==> src/rtl/clcd_pkg.sv <==
// shared types and constants for the character lcd sequencer
package clcd_pkg;

  // item kinds
  localparam logic OP_TICK  = 1'b0;
  localparam logic OP_WRITE = 1'b1;

  // lcd command bytes
  localparam logic [7:0] CMD_FUNC_SET   = 8'h38;
  localparam logic [7:0] CMD_ENTRY_MODE = 8'h06;
  localparam logic [7:0] CMD_DISP_ON    = 8'h0F;
  localparam logic [7:0] CMD_CLEAR      = 8'h01;
  localparam logic [7:0] DDRAM_ROW0     = 8'h80;
  localparam logic [7:0] DDRAM_ROW1     = 8'hB8;

  localparam logic [7:0] PU_WAIT_RST = 8'd10;

  // buffer geometry, fixed by the 4-bit buffer address
  localparam int BUF_DEPTH = 16;
  localparam int BUF_AW    = 4;
  localparam int COL_W     = 5;
  localparam int ROW_SPLIT = 8;

  // pin levels and flags after one beat
  typedef struct packed {
    logic [7:0] data;
    logic       rs;
    logic       e;
    logic       fell;
    logic       ready;
  } clcd_res_t;

endpackage

==> src/rtl/clcd_seq.sv <==
// init and write sequencer state machine for the character lcd bus
module clcd_seq #(
  parameter int COLUMNS = 16
) (
  input  logic                          clk,
  input  logic                          rst_n,
  input  logic                          step,
  input  logic                          go,
  input  logic [7:0]                    power_up_wait,
  output logic [clcd_pkg::BUF_AW-1:0]   buf_addr,
  input  logic [7:0]                    buf_rdata,
  output clcd_pkg::clcd_res_t           res
);

  typedef enum logic [3:0] {
    PH_PRE    = 4'd0,
    PH_INIT1  = 4'd1,
    PH_WAITPU = 4'd2,
    PH_FUNC   = 4'd3,
    PH_ENTRY  = 4'd4,
    PH_DISPON = 4'd5,
    PH_CLR0   = 4'd6,
    PH_READY  = 4'd7,
    PH_CLR    = 4'd8,
    PH_CURSOR = 4'd9,
    PH_CHAR   = 4'd10,
    PH_HOLD   = 4'd11
  } phase_t;

  localparam logic [clcd_pkg::COL_W-1:0] COL_LAST  = clcd_pkg::COL_W'(COLUMNS);
  localparam logic [clcd_pkg::COL_W-1:0] COL_SPLIT = clcd_pkg::COL_W'(clcd_pkg::ROW_SPLIT);

  phase_t                       phase_r, phase_mid, phase_nxt;
  logic [clcd_pkg::COL_W-1:0]   col_r, col_nxt;
  logic [7:0]                   wait_r, wait_nxt;
  logic [7:0]                   data_r, data_nxt;
  logic                         rs_r, rs_nxt;
  logic                         e_r, e_nxt;
  logic                         ready_r, ready_nxt;
  logic                         fell;

  assign buf_addr = col_nxt[clcd_pkg::BUF_AW-1:0];

  always_comb begin
    phase_mid = phase_r;
    col_nxt   = col_r;
    wait_nxt  = wait_r;
    data_nxt  = data_r;
    rs_nxt    = rs_r;
    e_nxt     = e_r;
    ready_nxt = ready_r;
    fell      = 1'b0;

    // leave the current phase
    unique case (phase_r)
      PH_PRE:    phase_mid = PH_INIT1;
      PH_INIT1: begin
        phase_mid = PH_WAITPU;
        wait_nxt  = '0;
      end
      PH_WAITPU: begin
        if (wait_r >= power_up_wait) phase_mid = PH_FUNC;
      end
      PH_FUNC: begin
        phase_mid = PH_ENTRY;
        e_nxt     = 1'b0;
        fell      = 1'b1;
      end
      PH_ENTRY: begin
        phase_mid = PH_DISPON;
        e_nxt     = 1'b0;
        fell      = 1'b1;
      end
      PH_DISPON: begin
        phase_mid = PH_CLR0;
        e_nxt     = 1'b0;
        fell      = 1'b1;
      end
      PH_CLR0: begin
        phase_mid = PH_READY;
        e_nxt     = 1'b0;
        fell      = 1'b1;
      end
      PH_READY: begin
        if (go) begin
          ready_nxt = 1'b0;
          phase_mid = PH_CLR;
        end
      end
      PH_CLR: begin
        phase_mid = PH_CURSOR;
        e_nxt     = 1'b0;
        fell      = 1'b1;
        col_nxt   = '0;
      end
      PH_CURSOR: begin
        phase_mid = PH_CHAR;
        e_nxt     = 1'b0;
        fell      = 1'b1;
      end
      PH_CHAR: begin
        e_nxt     = 1'b0;
        fell      = 1'b1;
        col_nxt   = col_r + 1'b1;
        phase_mid = (col_nxt < COL_LAST) ? PH_CURSOR : PH_HOLD;
      end
      PH_HOLD: begin
        if (!go) phase_mid = PH_READY;
      end
      default:   phase_mid = PH_INIT1;
    endcase

    // enter the new phase
    unique case (phase_mid) inside
      PH_INIT1:  ready_nxt = 1'b0;
      PH_WAITPU: wait_nxt  = wait_nxt + 1'b1;
      PH_FUNC: begin
        rs_nxt = 1'b0; data_nxt = clcd_pkg::CMD_FUNC_SET; e_nxt = 1'b1;
      end
      PH_ENTRY: begin
        rs_nxt = 1'b0; data_nxt = clcd_pkg::CMD_ENTRY_MODE; e_nxt = 1'b1;
      end
      PH_DISPON: begin
        rs_nxt = 1'b0; data_nxt = clcd_pkg::CMD_DISP_ON; e_nxt = 1'b1;
      end
      PH_CLR0, PH_CLR: begin
        rs_nxt = 1'b0; data_nxt = clcd_pkg::CMD_CLEAR; e_nxt = 1'b1;
      end
      PH_READY:  ready_nxt = 1'b1;
      PH_CURSOR: begin
        rs_nxt = 1'b0;
        e_nxt  = 1'b1;
        if (col_nxt < COL_SPLIT)
          data_nxt = clcd_pkg::DDRAM_ROW0 + 8'(col_nxt);
        else
          data_nxt = clcd_pkg::DDRAM_ROW1 + 8'(col_nxt[clcd_pkg::BUF_AW-1:0]);
      end
      PH_CHAR: begin
        rs_nxt = 1'b1; data_nxt = buf_rdata; e_nxt = 1'b1;
      end
      default: ;
    endcase

    phase_nxt = phase_mid;

    // a buffer write or an idle cycle shows the pins unchanged
    if (step) begin
      res.data  = data_nxt;
      res.rs    = rs_nxt;
      res.e     = e_nxt;
      res.fell  = fell;
      res.ready = ready_nxt;
    end else begin
      res.data  = data_r;
      res.rs    = rs_r;
      res.e     = e_r;
      res.fell  = 1'b0;
      res.ready = ready_r;
    end
  end

  always_ff @(posedge clk) begin
    if (!rst_n) begin
      phase_r <= PH_PRE;
      col_r   <= '0;
      wait_r  <= '0;
      data_r  <= '0;
      rs_r    <= 1'b0;
      e_r     <= 1'b0;
      ready_r <= 1'b0;
    end else if (step) begin
      phase_r <= phase_nxt;
      col_r   <= col_nxt;
      wait_r  <= wait_nxt;
      data_r  <= data_nxt;
      rs_r    <= rs_nxt;
      e_r     <= e_nxt;
      ready_r <= ready_nxt;
    end
  end

  // ready is shown exactly while parked waiting for go
  a_ready_phase: assert property (@(posedge clk) disable iff (!rst_n)
    ready_r == (phase_r == PH_READY))
    else $error("ready flag out of step with phase");

  // enable is high only inside a write phase
  a_e_phase: assert property (@(posedge clk) disable iff (!rst_n)
    e_r |-> (phase_r == PH_FUNC || phase_r == PH_ENTRY || phase_r == PH_DISPON ||
             phase_r == PH_CLR0 || phase_r == PH_CLR || phase_r == PH_CURSOR ||
             phase_r == PH_CHAR))
    else $error("enable high outside a write phase");

  // a write can only end if one was started
  a_fell_e: assert property (@(posedge clk) disable iff (!rst_n)
    (step && res.fell) |-> e_r)
    else $error("enable dropped while already low");

  // column never runs past the display width
  a_col_range: assert property (@(posedge clk) disable iff (!rst_n)
    col_r <= COL_LAST)
    else $error("column count beyond display width");

endmodule

==> src/rtl/char_lcd_init_and_write_sequencer.sv <==
// top level of the character lcd init and write sequencer
// path: an accepted beat waits in the input register, and the state step carries it into the
//   result register, from which the out_ ports are driven
// throughput: one beat per cycle while out_stall is low, tick or buffer write alike; set by the single
//   state step between the input and result registers
// reset: synchronous active low; control and lcd pin state clear, power-up wait
//   returns to 10, the character buffer holds garbage until written
module char_lcd_init_and_write_sequencer #(
  parameter int COLUMNS = 16
) (
  input  logic       clk,
  input  logic       rst_n,
  // config register
  input  logic       cfg_we,
  input  logic [7:0] cfg_wdata,
  // input channel
  input  logic       in_valid,
  output logic       in_stall,
  input  logic       in_op,
  input  logic       in_go,
  input  logic [3:0] in_char_index,
  input  logic [7:0] in_char_value,
  // result channel
  output logic       out_valid,
  input  logic       out_stall,
  output logic [7:0] out_bus_data,
  output logic       out_lcd_rs,
  output logic       out_lcd_e,
  output logic       out_e_fell,
  output logic       out_ready_res
);

  // power-up wait register
  logic [7:0] pu_wait_r;

  always_ff @(posedge clk) begin
    if (!rst_n) begin
      pu_wait_r <= clcd_pkg::PU_WAIT_RST;
    end else if (cfg_we) begin
      pu_wait_r <= cfg_wdata;
    end
  end

  // input register stage
  logic                         in_v_r;
  logic                         in_op_r;
  logic                         in_go_r;
  logic [clcd_pkg::BUF_AW-1:0]  in_idx_r;
  logic [7:0]                   in_val_r;

  // result register stage
  logic                         out_v_r;
  clcd_pkg::clcd_res_t          out_res_r;

  logic in_take;
  logic adv;

  // the held beat moves on when the result register is empty or being drained
  assign adv      = in_v_r && (!out_v_r || !out_stall);
  assign in_stall = in_v_r && !adv;
  assign in_take  = in_valid && !in_stall;

  always_ff @(posedge clk) begin
    if (!rst_n) begin
      in_v_r <= 1'b0;
    end else if (in_take) begin
      in_v_r <= 1'b1;
    end else if (adv) begin
      in_v_r <= 1'b0;
    end
  end

  // payload needs no reset
  always_ff @(posedge clk) begin
    if (in_take) begin
      in_op_r  <= in_op;
      in_go_r  <= in_go;
      in_idx_r <= in_char_index;
      in_val_r <= in_char_value;
    end
  end

  // character buffer, written by write beats and read by the sequencer
  logic [7:0]                   char_buf_r [clcd_pkg::BUF_DEPTH];
  logic [clcd_pkg::BUF_AW-1:0]  buf_addr;
  logic [7:0]                   buf_rdata;

  always_ff @(posedge clk) begin
    if (adv && in_op_r == clcd_pkg::OP_WRITE) begin
      char_buf_r[in_idx_r] <= in_val_r;
    end
  end

  assign buf_rdata = char_buf_r[buf_addr];

  // sequencer steps only on tick beats
  clcd_pkg::clcd_res_t res;
  logic                step_tick;

  assign step_tick = adv && (in_op_r == clcd_pkg::OP_TICK);

  clcd_seq #(
    .COLUMNS (COLUMNS)
  ) u_seq (
    .clk           (clk),
    .rst_n         (rst_n),
    .step          (step_tick),
    .go            (in_go_r),
    .power_up_wait (pu_wait_r),
    .buf_addr      (buf_addr),
    .buf_rdata     (buf_rdata),
    .res           (res)
  );

  // result register
  always_ff @(posedge clk) begin
    if (!rst_n) begin
      out_v_r <= 1'b0;
    end else if (adv) begin
      out_v_r <= 1'b1;
    end else if (!out_stall) begin
      out_v_r <= 1'b0;
    end
  end

  always_ff @(posedge clk) begin
    if (adv) begin
      out_res_r <= res;
    end
  end

  assign out_valid     = out_v_r;
  assign out_bus_data  = out_res_r.data;
  assign out_lcd_rs    = out_res_r.rs;
  assign out_lcd_e     = out_res_r.e;
  assign out_e_fell    = out_res_r.fell;
  assign out_ready_res = out_res_r.ready;

endmodule
==> config.mk <==
export PLATFORM = sky130hd
export DESIGN_NAME = char_lcd_init_and_write_sequencer
export DESIGN_NICKNAME = d
export VERILOG_FILES = /design/src/rtl/clcd_pkg.sv /design/src/rtl/clcd_seq.sv /design/src/rtl/char_lcd_init_and_write_sequencer.sv
export SDC_FILE = /design/constraint.sdc
export NUM_CORES = 1
export LEC_CHECK = 0
export BUFFER_PORTS_ARGS = -buffer_cell sky130_fd_sc_hd__buf_4
export CAP_MARGIN = 20
export CORE_MARGIN = 2
export CORE_UTILIZATION = 47
export DETAILED_ROUTE_END_ITERATION = 7
export PLACE_DENSITY_LB_ADDON = 0.05
export SLEW_MARGIN = 25
export SYNTH_ARGS = -nofsm -noshare
export SYNTH_HDL_FRONTEND = slang
export SYNTH_SLANG_ARGS = --single-unit
==> constraint.sdc <==
create_clock -name clk -period 3.2 [get_ports clk]
set_input_delay 0 -clock clk [delete_from_list [all_inputs] [get_ports clk]]
set_output_delay 0 -clock clk [all_outputs]
set_load 0.03 [all_outputs]
==> metrics.md, run 1 <==
| Metric | Value |
|---|---|
| Wirelength per Cell | between 20 and 25 um |
| Commonest cells post-synth | edfxtp_1, mux2i_1, nor2_1, dfxtp_1, nand2_1 |
| Leak pwr | ~4.0 nW |
| Final Hold Vio Count | 0 |
| Synthesized area | 0.00843 mm^2 |
| Setup crit start kind | flop |
| Crit path launch | u_seq.phase_r[2] |
| Period utilization | 91.4% |
| CP required | 3.37 ns |
| Vias in the first global route | 5637 |
| R2R Setup Slk | 0.28 ns |
| Row cnt | 48 |
| Global-route met2 utilization | between 40% and 50% |
| Diode count | 0 |
| Hold path depth | 2 |
| R2R Path End | out_bus_data[3] |
| Arrival @ worst endpoint | 3.10 ns |
| Number of placed I/O pins | 41 |
| Reg2reg start | u_seq.phase_r[2] |
| CTS tree | done |
| Final ANT Viol Nets | 0 |
| FFs w/ async S/R, synth | 0% |
| Total power draw | approximately 5.2 mW |
| Syn Area/Cell | 13.2 um^2 |
| Outcome | finished, final reports clean |
| Sum Neg Setup Slack | 0 ns |
| Port buffer count | 40 |
| Met1 Track Usage GR | 28.2% |
| Slew Viols, Final | 0 |
| Gate Count Post-Synth | 638 |
| Max-Cap Viols | 0 |
| Min-Delay Endpoint | in_val_r[0] |
| GP Congestion | 0.821 |
| Die X | roughly 140 um |
| Vias | around 5600 |
| Clock-pin slew on the worst setup and hold paths | 0.08 ns |
| Least-Margin Pin Slew | 1.08 ns |
| Die area | between 0.015 and 0.02 mm^2 |
| CTS sink count | 192 |
| Crit Path Max Fanout | 26 |
| Area growth from synthesis to layout | 19.8% |
| Grt peak-use layer | met2 |
| Initial core utilization | 48.4% |
| Number of detailed-route iterations in the first pass | 4 |
| Hold Path Class | input pin to flop |
| Reg2Reg Depth | 8 |
| Flops & latches, synth | 192 |
| Core Area | 0.0174 mm^2 |
| Hold_sp | in_char_value[0] |
| Peak supply drop | 385 uV |
| Initial antenna violation count | 0 |
| Final Setup Violations | 0 |
| Number of vias per cell | about 5.7 |
| Critical path endpoint category | flop |
| Area leader, netlist | edfxtp_1 |
| Layout Nets | just under 800 |
| Synth area leaders | edfxtp_1, mux2i_1, dfxtp_1, a22oi_1, nor2_1 |
| Grt met3 use | 3.62% |
| Yosys warns | 0 |
| Iter 0 DRT Violations | 426 |
| Share of post-route cells with drive strength above 1 | between 10% and 20% |
| Worst Clk Skew | 0.0160 ns |
| Die Height | 138 um |
| PD cells | just over 500 mW/mm^2 |
| Largest net degree at the start of global routing | 33 |
| First-pass GRT wire length | 31400 um |
| Total track usage | 22.6% |
| Clock buffer depth | 2 |
| TritonCTS buffer count | 17 |
| Net Count, Synth | approximately 680 |
| Global route total overflow | 0 |
| Fin crit period | 2.92 ns |
| Slew headroom | 27.9% |
| RSZ-0062 raised after global routing | false |
| Final wirelength | approximately 20000 um |
| Max Fclk | between 0.3 and 0.4 GHz |
| Number of distinct library cells after synthesis | 70 |
| Count leader, synth | edfxtp_1 |
| Register area share after synthesis | a little under two thirds |
| Post-synth top area share | 54.8% |
| Ys flop type | edfxtp_1 |
| Final HPWL DP | 13500 um |
| H-tree levels | 4 |
| Post-CTS setup buffer count | 0 |
| # DRC | 0 |
| Clk_lat worst skew | 0.44 ns |
| Setup CP Type | flop to flop |
| Post-synth EDFFs | 154 |
| Root buf cell | clkbuf_16 |
per-layer routing:
layer,vias to the layer above,wire length (um)
met2,133,10500
met4,0,365
li1,2649,-
met5,-,0
met1,2763,8740
met3,25,771
registers in the layout (all words and copies together), names as in the netlist, 4 cells and up:
| signal | count |
|---|---|
| out_bus_data | 8 |
| u_seq.data_r | 8 |
| in_val_r | 8 |
| u_seq.col_r | 5 |
| u_seq.wait_r | 8 |
| char_buf_r | 128 |
| pu_wait_r | 8 |
| in_idx_r | 4 |
| u_seq.phase_r | 4 |
how the worst max path moves through the flow:
stage,to,slack (ns),cells past startpoint
3_3_place_gp,out_bus_data[3],0.39,8
2_1_floorplan,char_buf_r[0][0],0.45,4
3_5_place_dp,out_bus_data[3],0.32,8
4_1_cts,out_bus_data[3],0.31,8
5_1_grt,out_bus_data[7],0.11,8
6_report,out_bus_data[3],0.28,8
logic make-up after synthesis:
| group | synth area share [%] |
|---|---|
| AND/OR/NAND/NOR | 10.3 |
| XOR/XNOR | 0.935 |
| buffers and inverters | 3.06 |
| multiplexers | 9.75 |
| flip-flops | 63.8 |
| adder cells (fa/ha/maj) | 1.48 |
| AO/OA/AOI/OAI | 10.7 |
placed cells by master, fill, tap and decap left out, types with 5 or more instances in the layout:
cell             n
a21oi_1         13
a22o_1           6
a22oi_1         26
and2_1          11
and3_1           8
buf_4           75
clkbuf_16       17
dfxtp_1         38
dlygate4sd3_1   35
edfxtp_1       154
ha_1            10
inv_1           19
inv_6            5
mux2i_1         77
nand2_1         35
nand2b_1        11
nand3_1         16
nor2_1          50
nor2b_1          6
nor3_1          11
nor4_1           5
o211ai_1         6
o21ai_0         19
o22ai_1          7
xnor2_1          5
metrics by stage:
| step | hold WS (ns) | cell area, um^2 | setup WS (ns) | utilization, % | std cells |
|---|---|---|---|---|---|
| floorplan | 0.0989 | 8430 | 0.454 | - | 638 |
| global placement | 0.178 | 9150 | 0.388 | 52.5 | 909 |
| detailed placement | 0.179 | 9150 | 0.324 | 52.5 | 909 |
| CTS | 0.262 | 10100 | 0.314 | 58.0 | 976 |
| global route | 0.267 | 10100 | 0.106 | 58.0 | 976 |
| finish | 0.275 | 10100 | 0.276 | 58.0 | 976 |
layout make-up:
class                           instances  area (um^2)
Clock inverter                         15          174
Tap cell                              225          282
Clock buffer                           17          425
Sequential cell                       192         5390
Timing Repair Buffer                  112          953
Inverter                               20         75.1
Fill cell                            1423         7320
Multi-Input combinational cell        395         2810
report_power, final:
group          switching, mW  internal (mW)
logic                  0.148          0.127
clock network           1.06           1.06
registers             0.0433           2.73
total                   1.25           3.92
critical path, stage by stage (launching register included):
cell,delay (ns)
dfxtp_1,0.50
or3b_1,0.64
a22oi_4,0.29
buf_12,0.24
mux2i_1,0.22
a22oi_1,0.10
and3_1,0.21
a31oi_1,0.34
o21ai_1,0.12
repair_timing:
action                     4_1_cts  5_1_grt
hold buffers                    35        0
gates resized for setup          0        0
hold endpoints to repair        37        0
setup endpoints to repair        0        0
(Power assumes the default switching activity.)
==> run 2, diff against run 1 <==
- ABC_CLOCK_PERIOD_IN_PS: unset -> 3200
- CTS_CLUSTER_SIZE: unset -> 25
- PLACE_DENSITY: unset -> 0.67
- PLACE_DENSITY_LB_ADDON: 0.05 -> unset
==> run 2 against run 1 <==
  * Core utilization decreased by 0.54 points
  * First-iteration DRC count grew 12%
  * Global-route usage decreased by 1.2 points
  * Critical path type unchanged
==> metrics.md, run 2 (synthesized netlist as in run 1, its figures left out) <==
| Metric | Value |
|---|---|
| Leak pwr | 3.92 nW |
| # DRC | 0 |
| Crit path depth | 7 |
| CP required | 3.50 ns |
| Worst path bufs/invs | 0 |
| CTS sink count | about 190 |
| Diode count | 0 |
| Crit path launch | u_seq.col_r[2] |
| Crit Path Max Fanout | 15 |
| Placed cell area | roughly 0.009 mm^2 |
| Setup CP Type | flop to flop |
| Reg2Reg Depth | 7 |
| Worst Clk Skew | 0.0104 ns |
| Number of flip-flops in the largest register | 128 |
| Largest register by flop count | char_buf_r |
| R2R Setup Slk | roughly 0.32 ns |
| Outcome | finished, final reports clean |
| Global-route met2 utilization | between 30 and 40% |
| Setup crit start kind | flop |
| Number of vias per cell | 5.77 |
| Slew Viols, Final | 0 |
| RSZ-0062 raised after global routing | false |
| First-pass GRT wire length | 30000 um |
| CTS tree | done |
| Final ANT Viol Nets | 0 |
| Clk_lat worst skew | 0.43 ns |
| Period utilization | about nine tenths |
| Peak supply drop | 433 uV |
| CP peak stage delay | roughly 0.62 ns |
| Global route total overflow | 0 |
| Post-CTS setup buffer count | 0 |
| Initial core utilization | 48.4% |
| Final core occ | 57.5% |
| Core Area | 0.0174 mm^2 |
| Clock buffer depth | 2 |
| Final Setup Violations | 0 |
| Port buffer count | 40 |
| PD cells | 506 mW/mm^2 |
| Total track usage | 21.3% |
| Final Hold Slack | 0.284 ns |
| Number of detailed-route iterations in the first pass | 5 |
| Root buf cell | clkbuf_16 |
| Reg2reg start | u_seq.col_r[2] |
| Share of post-route cells with drive strength above 1 | 14.6% |
| Fin crit period | between 2 and 3 ns |
| Critical path endpoint category | flop |
| Max-Cap Viols | 0 |
| Commonest non-fill, non-tap cell in the layout | edfxtp_1 |
| Number of placed I/O pins | 41 |
| Hold path depth | 2 |
| H-tree levels | 4 |
| R2R Path End | out_bus_data[0] |
| Most frequent cells in the layout | edfxtp_1, mux2i_1, buf_4, nor2_1, dfxtp_1 |
| Initial antenna violation count | 0 |
| Layout Nets | 768 |
| TritonCTS buffer count | 17 |
| Worst-path cell chain | nand3_1, xnor2_2, nor2_1, or3b_1, nor4_1, a311o_1, o21a_1 |
| Met1 Track Usage GR | approximately 27% |
| Die area | 0.0190 mm^2 |
| Sum Neg Setup Slack | 0 ns |
| Vias in the first global route | about 5500 |
| Setup crit end | out_bus_data[0] |
| Grt met3 use | 4.02% |
| Slowest CP cell | dfxtp_1 |
| Wirelength per Cell | 20.1 um |
| Iter 0 DRT Violations | 479 |
| CP top delay family | simple AND/OR/NAND/NOR gates |
| Final HPWL DP | about 13000 um |
| Vias | 5582 |
| Arrival @ worst endpoint | 3.18 ns |
| Largest net degree at the start of global routing | 34 |
| Die X | 138 um |
| Max Fclk | around 0.35 GHz |
| Area growth from synthesis to layout | 18.6% |
| Final wirelength | 19400 um |
| Clock-pin slew on the worst setup and hold paths | 0.07 ns |
| Final Cell Area | 0.0100 mm^2 |
| Hold Path Class | input pin to flop |
| Slew headroom | roughly 34% |
| GP Congestion | 0.887 |
| Least-Margin Pin Slew | between 0.9 and 1 ns |
| Row cnt | 48 |
| Die Height | 138 um |
| Grt peak-use layer | met2 |
| Final Hold Vio Count | 0 |
[run 2: changes by cell type in the layout (fill, tap and decap cells not counted), sizes merged]
cell	previous run	this run
buf	77	70
bufinv	0	1
clkinv	6	7
clkinvlp	0	1
inv	29	24
[run 2: power breakdown]
| group | internal, mW | switching [mW] | total [mW] |
|---|---|---|---|
| clock | 1.08 | 0.937 | 2.02 |
| combinational | 0.124 | 0.144 | 0.268 |
| sequential | 2.73 | 0.0465 | 2.77 |
| total | 3.93 | 1.13 | 5.06 |
[run 2: worst reg2reg max path, cell delays in order (launching register included)]
cell and delay (ns):
dfxtp_1 0.62, nand3_1 0.27, xnor2_2 0.37, nor2_1 0.15, or3b_1 0.53, nor4_1 0.45
a311o_1 0.23, o21a_1 0.14
[run 2: routing by layer]
metal	vias up	part of all wire, %
li1	2621	-
met1	2684	42
met2	243	50
met3	34	5.7
met4	0	2.3
met5	-	0
[run 2: cell type report]
| class | count | area (um^2) |
|---|---|---|
| Multi-Input combinational cell | 395 | 2810 |
| Clock inverter | 13 | 131 |
| Inverter | 20 | 75.1 |
| Sequential cell | 192 | 5390 |
| Tap cell | 225 | 282 |
| Fill cell | 1367 | 7410 |
| Timing Repair Buffer | 105 | 901 |
| Clock buffer | 17 | 425 |
[run 2: what timing repair did]
action,in CTS,in global routing
hold endpoints to repair,33,0
gates resized for setup,0,1
hold buffers,35,0
endpoints found under the setup margin,0,1
[run 2: worst min path at each step]
stage	from	to	slack (ns)
after floorplan	in_go	in_go_r	0.1
after CTS	in_char_value[3]	in_val_r[3]	0.28
after global placement	in_char_index[2]	in_idx_r[2]	0.18
after global routing	in_char_value[0]	in_val_r[0]	0.28
final	in_char_index[1]	in_idx_r[1]	0.28
after detailed placement	in_char_value[6]	in_val_r[6]	0.18
[run 2: stage by stage]
step           worst slack (ns)  cells  power (mW)
2_1_floorplan             0.454    638        2.95
3_5_place_dp              0.290    902        3.06
4_1_cts                   0.262    967        5.08
6_report                  0.320    967        5.06
5_1_grt                   0.163    967        5.21
3_3_place_gp              0.384    902        3.05
==> run 3, diff against run 2 <==
- CELL_PAD_IN_SITES_DETAIL_PLACEMENT: unset -> 1
- CELL_PAD_IN_SITES_GLOBAL_PLACEMENT: unset -> 2
- CORE_UTILIZATION: 47 -> 43
- PLACE_DENSITY: 0.67 -> 0.82
==> run 3 against run 2 <==
  * Setup slack worse by 0.17 ns
  * Critical path type unchanged
  * Highest routed layer unchanged
  * Core utilization is 4.9 points lower
  * Routed wire length increased by 16%
  * Flip-flop and latch count is the same
==> metrics.md, run 3 (synthesized netlist as in run 1, its figures left out) <==
| Metric | Value |
|---|---|
| Number of vias per cell | 5.62 |
| Wirelength per Cell | around 22 um |
| Largest net degree at the start of global routing | between 40 and 50 |
| Total track usage | between 20% and 30% |
| Setup crit start kind | flop |
| Setup crit end | out_bus_data[1] |
| Most frequent cells in the layout | edfxtp_1, mux2i_1, buf_4, nor2_1, dfxtp_1 |
| H-tree levels | 4 |
| Global route total overflow | 0 |
| Max Fclk | 0.328 GHz |
| CP required | about 3.4 ns |
| Iter 0 DRT Violations | 370 |
| Row cnt | between 50 and 60 |
| Layout Nets | 770 |
| Reg2Reg Depth | 8 |
| Final HPWL DP | 15000 um |
| PD cells | around 520 mW/mm^2 |
| Crit path depth | 8 |
| Commonest non-fill, non-tap cell in the layout | edfxtp_1 |
| Final core occ | 52.5% |
| Total power draw | 5.26 mW |
| Number of placed I/O pins | 41 |
| TritonCTS buffer count | 17 |
| Clock-pin slew on the worst setup and hold paths | 0.08 ns |
| Vias in the first global route | 5903 |
| Peak supply drop | 362 uV |
| Share of post-route cells with drive strength above 1 | 15.4% |
| CP peak stage delay | 0.43 ns |
| Worst path bufs/invs | 1 |
| Clock buffer depth | 2 |
| Largest register by flop count | char_buf_r |
| Die X | 144 um |
| Die Height | 144 um |
| CP top delay family | multiplexers |
| Vias | 5680 |
| Period utilization | 95.4% |
| Final Setup Violations | 0 |
| Initial antenna violation count | 0 |
| GP Congestion | around 0.90 |
| Placement Setup Slack | 0.224 ns |
| Slew headroom | 36.4% |
| Final Hold Slack | 0.273 ns |
| RSZ-0062 raised after global routing | false |
| Worst Clk Skew | 0.0170 ns |
| Final worst setup slack | 0.147 ns |
| Initial core utilization | a little over two fifths |
| Final Cell Area | between 0.01 and 0.015 mm^2 |
| Port buffer count | 40 |
| Diode count | 0 |
| Final wirelength | 22500 um |
| Final ANT Viol Nets | 0 |
| Number of detailed-route iterations in the first pass | 6 |
| Outcome | finished, final reports clean |
| Crit Path Max Fanout | 40 |
| Post-CTS setup buffer count | 0 |
| Slowest CP cell | nor3b_4 |
| CTS tree | done |
| Critical path endpoint category | flop |
| CTS sink count | 192 |
| R2R Path End | out_bus_data[1] |
| Crit path launch | u_seq.phase_r[3] |
| Hold path depth | 2 |
| Post-Layout Cell Count | 1011 |
| Clk_lat worst skew | 0.44 ns |
| # DRC | 0 |
| Leak pwr | between 3 and 4 nW |
| Max-Cap Viols | 0 |
| Fin crit period | 3.05 ns |
| Placed cell area | 0.00915 mm^2 |
| Final Hold Vio Count | 0 |
| Reg2reg start | u_seq.phase_r[3] |
| Least-Margin Pin Slew | 0.949 ns |
| Die area | 0.0208 mm^2 |
| Hold Path Class | input pin to flop |
| Slew Viols, Final | 0 |
| DP Cell Count | 943 |
| R2R Setup Slk | about 0.15 ns |
| Core Area | 0.0193 mm^2 |
| Sum Neg Setup Slack | 0 ns |
| Root buf cell | clkbuf_16 |
| First-pass GRT wire length | between 30000 and 40000 um |
| Worst-path cell chain | nor3b_4, mux2i_4, buf_12, mux2i_1, mux4_1, nand2_1, a311oi_1, nor2_1 |
| Arrival @ worst endpoint | around 3.2 ns |
| Area growth from synthesis to layout | 20.4% |
| Setup CP Type | flop to flop |
| Number of flip-flops in the largest register | 128 |
==> run 3: cell types whose count changed in the layout (fill, tap and decap cells not counted), moves of 2 or more <==
cell	previous run	this run
clkinv_4	2	0
clkinv_8	1	5
inv_12	0	4
clkinvlp_4	1	3
clkinv_1	4	1
==> run 3: area by class of cell <==
class | count | area (um^2)
clock buffers | 17 | 425
well taps | 265 | 332
clock inverters | 15 | 198
repair buffers | 107 | 918
fillers | 1956 | 9180
multi-input cells | 395 | 2820
flip-flops and latches | 192 | 5390
inverters | 20 | 75.1
==> run 3: power breakdown <==
part	total (mW)	internal, mW	switching [mW]	leakage, nW
logic	0.271	0.125	0.146	1.95
clock network	2.21	1.08	1.13	0.289
registers	2.78	2.72	0.0500	1.71
total	5.26	3.93	1.33	3.95
==> run 3: worst min-delay path by stage <==
| stage | to | start |
|---|---|---|
| floorplan | in_go_r | in_go |
| global placement | in_op_r | in_op |
| detailed placement | in_val_r[7] | in_char_value[7] |
| CTS | in_val_r[3] | in_char_value[3] |
| global route | in_val_r[4] | in_char_value[4] |
| finish | in_val_r[5] | in_char_value[5] |
==> run 3: what timing repair did <==
item	CTS	global route
setup endpoints to repair	0	8
hold buffers	36	0
resized for setup	0	2
endpoints found under the hold margin	34	0
==> run 3: metal layers <==
layer | up-vias | GRT usage (%) | routed length (um)
li1 | 2625 | - | -
met1 | 2903 | 28.1 | 9670
met2 | 120 | 39.9 | 11700
met3 | 32 | 4.24 | 714
met4 | 0 | 6.76 | 442
met5 | - | 0 | 0
